==> src/design/hbed_ram.sv <==
// Generic single-write, single-read RAM with registered read data.
// No dependencies.
`timescale 1ns / 1ps

module hbed_ram #(
    parameter int W = 8,
    parameter int D = 16
) (
    input  logic                 i_clk,
    input  logic                 i_we,
    input  logic [$clog2(D)-1:0] i_waddr,
    input  logic [W-1:0]         i_wdata,
    input  logic [$clog2(D)-1:0] i_raddr,
    output logic [W-1:0]         o_rdata
);

    logic [W-1:0] r_mem [D];
    logic [W-1:0] r_rdata;

    // Write and register the read port
    always_ff @(posedge i_clk) begin
        if (i_we) begin
            r_mem[i_waddr] <= i_wdata;
        end
        r_rdata <= r_mem[i_raddr];
    end

    assign o_rdata = r_rdata;

endmodule

==> config.mk <==
export PLATFORM = sky130hd
export DESIGN_NAME = hbed_ram
export DESIGN_NICKNAME = d
export VERILOG_FILES = /design/src/design/hbed_ram.sv
export SDC_FILE = /design/constraint.sdc
export NUM_CORES = 1
export LEC_CHECK = 0
export ABC_AREA = 1
export BUFFER_PORTS_ARGS = -buffer_cell sky130_fd_sc_hd__buf_2
export CAP_MARGIN = 40
export CORE_ASPECT_RATIO = 0.5
export CORE_MARGIN = 3
export CORE_UTILIZATION = 45
export DETAILED_ROUTE_END_ITERATION = 8
export GPL_ROUTABILITY_DRIVEN = 0
export PLACE_DENSITY_LB_ADDON = 0.08
export SLEW_MARGIN = 10
export SYNTH_ARGS = -nofsm -noshare
export SYNTH_HDL_FRONTEND = slang
export SYNTH_SLANG_ARGS = --single-unit
export TNS_END_PERCENT = 1
==> constraint.sdc <==
create_clock -name i_clk -period 1 [get_ports i_clk]
set_input_delay 0.05 -clock i_clk [delete_from_list [all_inputs] [get_ports i_clk]]
set_output_delay 0.05 -clock i_clk [all_outputs]
set_load 0.01 [all_outputs]
* Yosys cells after proc, flatten, opt, wreduce, memory -nomap -nowiden
Memory sizes are Yosys's and may differ from the RTL's. A register that Yosys moved wholly into a read port is not among the register bits.
Index checks and enable logic that the tools add are counted.
** Storage, ports and cells
- Flip-flop bits (word level) :: 0
- Bits in writable memories :: 128
- Input bits :: 18
- Logic and storage cells :: 3
- Memories kept :: 1
** Memory list
- r_mem :: words 16, width 8, read ports 1, clocked after Yosys merged registers in 1, write ports 1, line 17 : logic [W-1:0] r_mem [D];
** Cells by class
- Multiplexer cells :: 2
** Operators with widths (number)
- two-way mux 1 bit :: 2

* Depth between registers and ports, before layout
Gate-level depths: netlist of the first run.
- Depth after elaboration :: 2
- Mapped depth :: 8
- Mapped depth without buffers :: 7

* Worst setup path before layout of the first run
Ideal clock, no wire load.
- Kind :: in2reg
- Start point :: in i_waddr[3]
- End point :: mem r_mem[4][0], enable pin
- Library setup time :: 0.370 ns
- Data arrival time :: 0.631 ns
- Data required time :: 0.630 ns
- Path slack :: -0.001 ns
- Stages on the path :: 2
- Buffers on the path :: 0
- Cells stage by stage :: nand3b_1 nor2_1
** RTL lines
- from (decl) :: line 11 : input logic [$clog2(D)-1:0] i_waddr,
- to (decl) :: line 17
Straight into the memory's write port.

==> results.md, run 1 <==
- The worst pin sits at a relative slew slack of 0.726.
- The number of pins exceeding their max-slew limit in the final report is 0.
- The compound-cell area share of the yosys netlist is 0.
- The final design area excluding fillers is 6970 um^2.
- The TritonCTS clock tree is yes.
- The number of I/O port buffers is 25.
- The worst-case hold path end point is r_mem[2][4].
- In this run, distinct cell masters in the synthesized netlist total 12.
- The number of H-tree branching levels is 4.
- The clock reaches the later pin of the worst-skew pair after 0.42 ns.
- Data on the critical path arrives at its endpoint at 1.29 ns.
- The relative area change from synthesis to final layout is 20.9%.
- The ratio of routed vias to standard cells is 4.91.
- The capturing point of the worst reg2reg path is o_rdata[6].
- Once detailed placement completed, the half-perimeter wirelength came to 8.64 mm.
- Of all nets on the critical path, the largest fanout is 1.
- The tree is rooted in a sky130_fd_sc_hd__clkbuf_16.
- The startpoint of the tightest hold check path is i_wdata[4].
- The final number of setup-violating endpoints is 0.
- For this configuration, the core starts out at a cell density of 0.474.
- Setup repair after global routing could not meet its margin everywhere.
- The worst hold-check path type is input port to flip-flop.
- The total internal power is 10.1 mW.
- The share of the Yosys chip area taken by registers is 0.694.
- The area of the multi-input gates is 1400 um^2.
- Dividing the detail-routed wire length by the instance count gives 17.7 um.
- In this run the static leakage power is 3.02 nW.
- Of the total synthesized cell area, the portion taken by XOR and XNOR cells is 0.
- The Yosys step of the flow raised 0 warnings.
- The routed wire length is 13.8 mm.
- The class of the most critical setup path is flip-flop to flip-flop.
- The clock passes through at most 2 buffers.
- The share of total power dissipated in sequential elements is 0.488.
- The filler cell count is 1034.
- The utilization of the core after routing is 0.574.
- The run finished with clean final reports.
- The worst reg-to-reg path cell count is 6.
- At the pin with the least slew margin, the transition time is 0.410 ns.
- After synthesis, the largest family of logic cells by area is simple AND/OR/NAND/NOR gates.
- The post-synth design cell area is 5770 um^2.
- The number of core rows is 28.
- The total grt overflow is 0.
- Measured against the total synthesized area, the mux share comes to 0.
- Leaving out fill and tap cells, the most frequent cell in the layout is sky130_fd_sc_hd__nand2_1.
- The final number of hold-violating endpoints is 0.
- In the final timing run, aggregate negative setup slack is 0 ns.
- The initial DRC count is 335.
- The overall die height is 86.0 um.
- The core region is 12200 um^2.
- The number of hold buffers added after CTS was 0.
- Between clock sinks in the finished design, the worst skew comes to 0.0114 ns.
- Dividing the synthesized area by the synthesized cell count gives 10.5 um^2.
- The largest net degree at the start of global routing is 62.
- The switching component of the power is 3.06 mW.
- The sequential cells in the finished layout cover a total of 4010 um^2.
- In the finished design, the share of the clock period the worst path needs comes to 0.982.
- The number of optimization iterations in the first detailed-route pass is 4.
- The worst reg-to-reg setup slack is 0.02 ns.
- The initial antenna violation count is 0.
- The number of antenna diodes in the final layout is 0.
- After detailed routing, the number of remaining DRC violations is 0.
- Leaving out fill and tap cells, the most frequent cells in the layout are 173 x sky130_fd_sc_hd__nand2_1, 128 x sky130_fd_sc_hd__edfxtp_1, 100 x sky130_fd_sc_hd__inv_1.
- The total track usage is 0.207.
- The fraction of power spent switching nets is 0.232.
- The floorplan step defined a die boundary enclosing 14300 um^2.
- The worst hold margin is 0.0593 ns.
- The kind of start point of the critical path is a flip-flop.
- The worst path needs 0.982 ns of the cycle, external delays included.
- The worst setup path is captured at a flip-flop.
- The number of CTS-inserted buffers is 17.
- The fraction of the mapped netlist area in simple logic gates is 0.210.
- Counting instances, the worst hold path has a depth of 1.
- The via count of the first global-routing pass is 3729.
- The cell area after placement is 6230 um^2.
- Clock tree synthesis found a total of 136 sinks.
- The net count of the finished layout is 620.
- The startpoint identified for the worst register-to-register timing path is r_mem[13][6].
- The share of total power dissipated in the clock network is 0.441.
- The max-capacitance violation count is 0.
- The maximum clock frequency is 1020 MHz.
- The via count is 3827.
- The worst ir drop on vdd is 1.07 mV.
- The CTS clock-pin slew for the worst setup and hold paths is 0.06 ns.
- The first global-routing pass estimated 21.8 mm of wire.
- The die is 166 um wide.
- The number of synthesized register bits is 136.
- The ratio of total power to cell area is 1890 nW/um^2.
- The total nets after synthesis is 569.
- In the final layout, the share of cells above drive strength 1 is 0.200.
- Of the total synthesized cell area, the portion taken by full adders, half adders and majority gates is 0.
- The cell count after synthesis is 551.
- The I/O pin total is 26.
- Of the total power, combinational logic draws 0.071.
- The detail route stage leaves a number of antenna-violating nets equal to 0.
- Data on the critical path is required at its endpoint by 1.30 ns.
[final cells by class]
type                    count  share of cell area
flip-flops and latches    136               0.575
multi-input cells         289               0.201
clock buffers              18              0.0615
repair buffers             56              0.0606
inverters                 102              0.0549
well taps                 165              0.0296
clock inverters            14              0.0181
[cell families (layout without fill, tap and decap cells)]
logic type             count (synthesis)  in the layout
buffers and inverters                126            190
DFF                                  136            136
and+or+nand+nor                      289            289
[power by group through the flow]
stage / clock network [mW] / registers [mW] / logic, mW
finish: 5.80 / 6.42 / 0.933
global placement: 0 / 6.54 / 0.859
detailed placement: 0 / 6.54 / 0.859
CTS: 5.91 / 6.42 / 0.882
floorplan: 0 / 6.54 / 0.450
global route: 6.19 / 6.43 / 1.02
[registers in the layout, indices dropped and copies added, names as in the netlist]
| signal | cells |
|---|---|
| o_rdata | 8 |
| r_mem | 128 |
[stage by stage]
stage	power, mW	std cells	setup WS [ns]
floorplan	6.99	551	-0.000845
global placement	7.40	748	-0.213
detailed placement	7.40	748	-0.217
CTS	13.2	780	0.00349
global route	13.6	780	-0.0291
finish	13.1	780	0.0175
[critical path: stages, from the launching register on]
cell and delay [ns]:
sky130_fd_sc_hd__edfxtp_1 0.37, sky130_fd_sc_hd__inv_1 0.08, sky130_fd_sc_hd__nand2_1 0.06, sky130_fd_sc_hd__nand3_2 0.08
sky130_fd_sc_hd__nand3_2 0.14, sky130_fd_sc_hd__nand3_2 0.10, sky130_fd_sc_hd__nand2_1 0.04
[metal layers]
layer | global-route usage | vias up | share of wire | wire length [um]
li1 | - | 1878 | - | -
met1 | 0.306 | 1855 | 0.50 | 6900
met2 | 0.310 | 80 | 0.45 | 6190
met3 | 0.0470 | 14 | 0.044 | 609
met4 | 0.0589 | 0 | 0.0088 | 121
met5 | 0 | - | 0 | 0
[how the worst max path moves through the flow]
stage,start,end,cells after the start
2_1_floorplan,i_waddr[3],r_mem[4][0],2
3_3_place_gp,i_raddr[0],o_rdata[6],8
3_5_place_dp,i_raddr[0],o_rdata[6],8
4_1_cts,o_rdata[0],o_rdata[0],1
5_1_grt,r_mem[13][6],o_rdata[6],6
6_report,r_mem[13][6],o_rdata[6],6
[synthesized netlist by cell type]
cell type,count,area [um^2]
sky130_fd_sc_hd__buf_6,6,67.6
sky130_fd_sc_hd__nand3_1,97,485
sky130_fd_sc_hd__buf_4,4,30.0
sky130_fd_sc_hd__buf_1,1,3.75
sky130_fd_sc_hd__buf_2,13,65.1
sky130_fd_sc_hd__dfxtp_1,8,160
sky130_fd_sc_hd__nand2_1,173,649
sky130_fd_sc_hd__nand3b_1,2,15.0
sky130_fd_sc_hd__inv_2,2,7.51
sky130_fd_sc_hd__inv_1,100,375
sky130_fd_sc_hd__nor2_1,17,63.8
sky130_fd_sc_hd__edfxtp_1,128,3840
[repair_timing]
item,4_1_cts,5_1_grt
resized for setup,11,28
buffers inserted,0,0
gates cloned,0,0
pin swaps,0,15
endpoints found under the setup margin,6,9
Note: power is estimated with default switching activity, not from simulation.
==> run 2: changes to the inputs <==
--- a/config.mk
+++ b/config.mk
@@ -5,7 +5,6 @@
 export SDC_FILE = /design/constraint.sdc
 export NUM_CORES = 1
 export LEC_CHECK = 0
-export ABC_AREA = 1
 export BUFFER_PORTS_ARGS = -buffer_cell sky130_fd_sc_hd__buf_2
 export CAP_MARGIN = 40
 export CORE_ASPECT_RATIO = 0.5
==> run 2 against run 1 <==
Effect of this change:
- the run now ends with setup timing left
- worst hold slack got worse by 0.029 ns
- total power increased by 4.1%
- largest cell class unchanged
- setup slack got worse by 0.30 ns
- global-route usage decreased by 2.8 points
==> results.md, run 2 <==
- Entering global routing, the biggest net connects 22 pins.
- The post-route fraction of the period consumed by the critical path is 1.28.
- The initial utilization of the core area, before any placement, comes to 0.482.
- The number of synthesized register bits is 136.
- Setup repair after global routing could not meet its margin everywhere.
- The die covers 12800 um^2.
- The run finished, with violations left.
- The sequential share of power is 0.468.
- After layout, the minimum clock period comes to 1.28 ns.
- The via count of the first global-routing pass came to 2573.
- Of the total power, the share spent switching nets is 0.203.
- In this run the clock root is driven by a sky130_fd_sc_hd__clkbuf_16.
- The number of pins exceeding their max-slew limit in the final report came to 0.
- The library cell occupying the most area in the post-synthesis netlist is sky130_fd_sc_hd__edfxtp_1.
- The initial DRC count is 228.
- In the synthesized netlist, the number of instances is 229.
- The ratio of routed vias to standard cells is 5.45.
- Walking the worst path, the cells encountered are mux4_2 -> a22oi_1 -> nand2_1.
- Hold timing on the final database bottoms out at a slack of 0.0306 ns.
- The clock passes through at most 2 buffers.
- Leaving out fill and tap cells, the most frequent cell in the layout is sky130_fd_sc_hd__edfxtp_1.
- The library cells used most frequently in the layout, excluding fill and tap cells, are 128 x sky130_fd_sc_hd__edfxtp_1, 37 x sky130_fd_sc_hd__buf_4, 28 x sky130_fd_sc_hd__mux4_2.
- The utilization of the core after routing is 0.601.
- For this run, global-route usage on met2 was measured as 0.244.
- After synthesis, the share of flip-flops with an asynchronous set or reset is 0.
- The DRC violations left is 0.
- The number of nets still failing antenna checks after routing is 0.
- The via count is 2502.
- For this run, the slowest stage of the critical path takes 0.47 ns.
- In this run the power spent charging and discharging nets is 2.78 mW.
- Yosys printed 0 warnings.
- The first-pass GRT wire length is 15.8 mm.
- The number of setup buffers added after CTS is 0.
- For this block, the routed nets add up to 10.3 mm of wire.
- The share of synthesized area occupied by flip-flops and latches is 0.778.
- Across every metal layer, demand over resource in global routing totals 0.179.
- The CTS clock-pin slew for the worst setup and hold paths is 0.06 ns.
- 26 I/O pins were placed.
- The endpoint kind of the worst setup timing path is a flip-flop.
- Cell internal power was estimated by the tool at 10.9 mW.
- The part of the total power dissipated in the clock network is 0.478.
- The total negative slack for setup checks is -2.02 ns.
- The layer flagged by global routing as most heavily used is met1.
- The worst ir drop on vdd is 1.34 mV.
- The fraction of final layout cells sized beyond drive strength 1 is 0.445.
- The floorplan has 26 rows.
- The flip-flop count of the largest register, all copies and words added is 128.
- The area of the multi-input gates is 1090 um^2.
- After synthesis, the netlist uses 19 different library cells.
- In this run, CTS created clock tree buffers numbering 17.
- The HPWL after detailed placement is 6.68 mm.
- The worst hold path belongs to the class input port to flip-flop.
- Dividing total power by cell area gives a power density of 2130 nW/um^2.
- The slowest cell on the critical path is sky130_fd_sc_hd__mux4_2.
- In the synthesized netlist, the cells that appear most often are 128 x sky130_fd_sc_hd__edfxtp_1, 18 x sky130_fd_sc_hd__mux4_2, 16 x sky130_fd_sc_hd__a22oi_1, 14 x sky130_fd_sc_hd__mux4_1, 13 x sky130_fd_sc_hd__nor2_1.
- Counting flops with a built-in enable in the synthesized netlist gives 128.
- STA puts the critical path data required time at 1.29 ns.
- The final number of hold-violating endpoints is 0.
- Ranked by flip-flop count, first place goes to r_mem.
- Headroom to the max-slew limit came out at 0.414.
- The critical path in this run is classified as flip-flop to flip-flop.
- The relative area change from synthesis to final layout is 24.7%.
- The synthesized area per cell is 22.5 um^2.
- Across the run, the number of max-cap violations was 0.
- The pre-CTS setup slack is -0.573 ns.
- The leading cell type by number of instances after synthesis is sky130_fd_sc_hd__edfxtp_1.
- The share of synthesized area in the top cell type comes to 0.747.
- Clock latency on the worst-skew pair, taken at its later pin, is 0.41 ns.
- The share of total power dissipated in combinational logic is 0.053.
- Clock tree synthesis found a total of 136 sinks.
- The total grt overflow is 0.
- The initial antenna violation count is 0.
- The met3 track demand over resource in global routing is 0.0489.
- The die is 157 um wide.
- The final critical-path setup slack is -0.280 ns.
- The primary flip-flop cell chosen by synthesis mapping is sky130_fd_sc_hd__edfxtp_1.
- In this run the vertical extent of the chip is 81.6 um.
- The total nets after synthesis is 247.
- The number of I/O port buffers is 25.
- In this run, post-CTS hold repair placed 0 buffers.
- The repair_antennas step left the layout with diodes totalling 0.
- Setup violations remaining at the end of the flow were counted as 8.
- Ranked by total cell area, the synthesized netlist is headed by sky130_fd_sc_hd__edfxtp_1 75%, sky130_fd_sc_hd__mux4_2 7.9%, sky130_fd_sc_hd__mux4_1 7.1%.
- The met1 capacity usage during global routing is 0.277.
- The post-synth design cell area is 5150 um^2.
- The kind of start point of the critical path is a flip-flop.
- For the pin with the worst max-slew slack, the measured transition is 0.876 ns.
- The static leakage is 2.21 nW.
- The number of H-tree branching levels is 4.
- The area of the core is 10700 um^2.
- The maximum clock frequency is 782 MHz.
- Across the routed clock network, the largest skew measured is 0.0107 ns.
- TritonCTS built the clock tree.
- The maximum fanout count along the critical path is 1.
- The net count of the finished layout is 324.
- The filler cells instantiated in the layout total 784.
- STA puts the critical path data arrival time at 1.57 ns.
- The sequential cells in the finished layout cover a total of 4000 um^2.
- The number of optimization iterations in the first detailed-route pass is 4.
- The average wire per standard cell is 22.4 um.
- The final reports fail on setup timing.
## run 2: changes by cell type after synthesis, sizes merged, moves of 4 or more
| cell | delta |
|---|---|
| a22oi | +16 |
| buf | -17 |
| inv | -102 |
| mux4 | +32 |
| nand2 | -164 |
| nand3 | -96 |
| nor2 | -4 |
| nor3 | +4 |
## run 2: area by class of cell
class | instances | share of cell area
tap | 140 | 0.0273
multi-input combinational | 83 | 0.170
clock buffer | 18 | 0.0669
sequential | 136 | 0.624
clock inverter | 14 | 0.0304
timing repair buffer | 68 | 0.0815
## run 2: cells by family after synthesis
group           Yosys count  share of synthesized area
flops                   136                      0.778
simple gates             35                     0.0318
mux                      32                      0.150
compound gates           16                     0.0233
buf+inv                  10                     0.0168
## run 2: worst paths after layout
kind | startpoint | slack (ns) | cells past startpoint | to
setup reg to reg | r_mem[8][2] | -0.28 | 3 | o_rdata[2]
hold reg to reg | r_mem[11][6] | 0.69 | 3 | o_rdata[6]
hold / removal | i_wdata[5] | 0.03 | 1 | r_mem[15][5]
setup / recovery | r_mem[8][2] | -0.28 | 3 | o_rdata[2]
## run 2: per-layer routing
metal,wire length [um],vias up
met3,679,9
met2,4510,69
met5,0,-
met4,87,0
met1,5010,1296
li1,-,1128
## run 2: critical path, delay by kind of cell, from the launching register on
| family | cells | cell delay (ns) |
|---|---|---|
| AOI/OAI and AO/OA | 1 | 0.22 |
| DFF | 1 | 0.38 |
| muxes | 1 | 0.47 |
| and+or+nand+nor | 1 | 0.10 |
## run 2: power groups by stage
stage          Combinational (mW)  Clock (mW)  Sequential [mW]
6_report                    0.732        6.55             6.41
5_1_grt                     0.790        6.97             6.42
4_1_cts                     0.743        6.68             6.41
3_5_place_dp                0.720           0             6.53
3_3_place_gp                0.705           0             6.52
2_1_floorplan               0.343           0             6.54
## run 2: timing repair
item	in CTS	in global routing
setup endpoints to repair	8	8
gates resized for setup	7	1
pin swaps	3	1
endpoints found under the hold margin	0	0
## run 2: through the flow
step	total power [mW]	area [um^2]	std cells
after floorplan	6.88	5160	229
after global placement	7.23	5760	427
after detailed placement	7.25	5760	427
after CTS	13.8	6410	459
after global routing	14.2	6420	459
final	13.7	6420	459
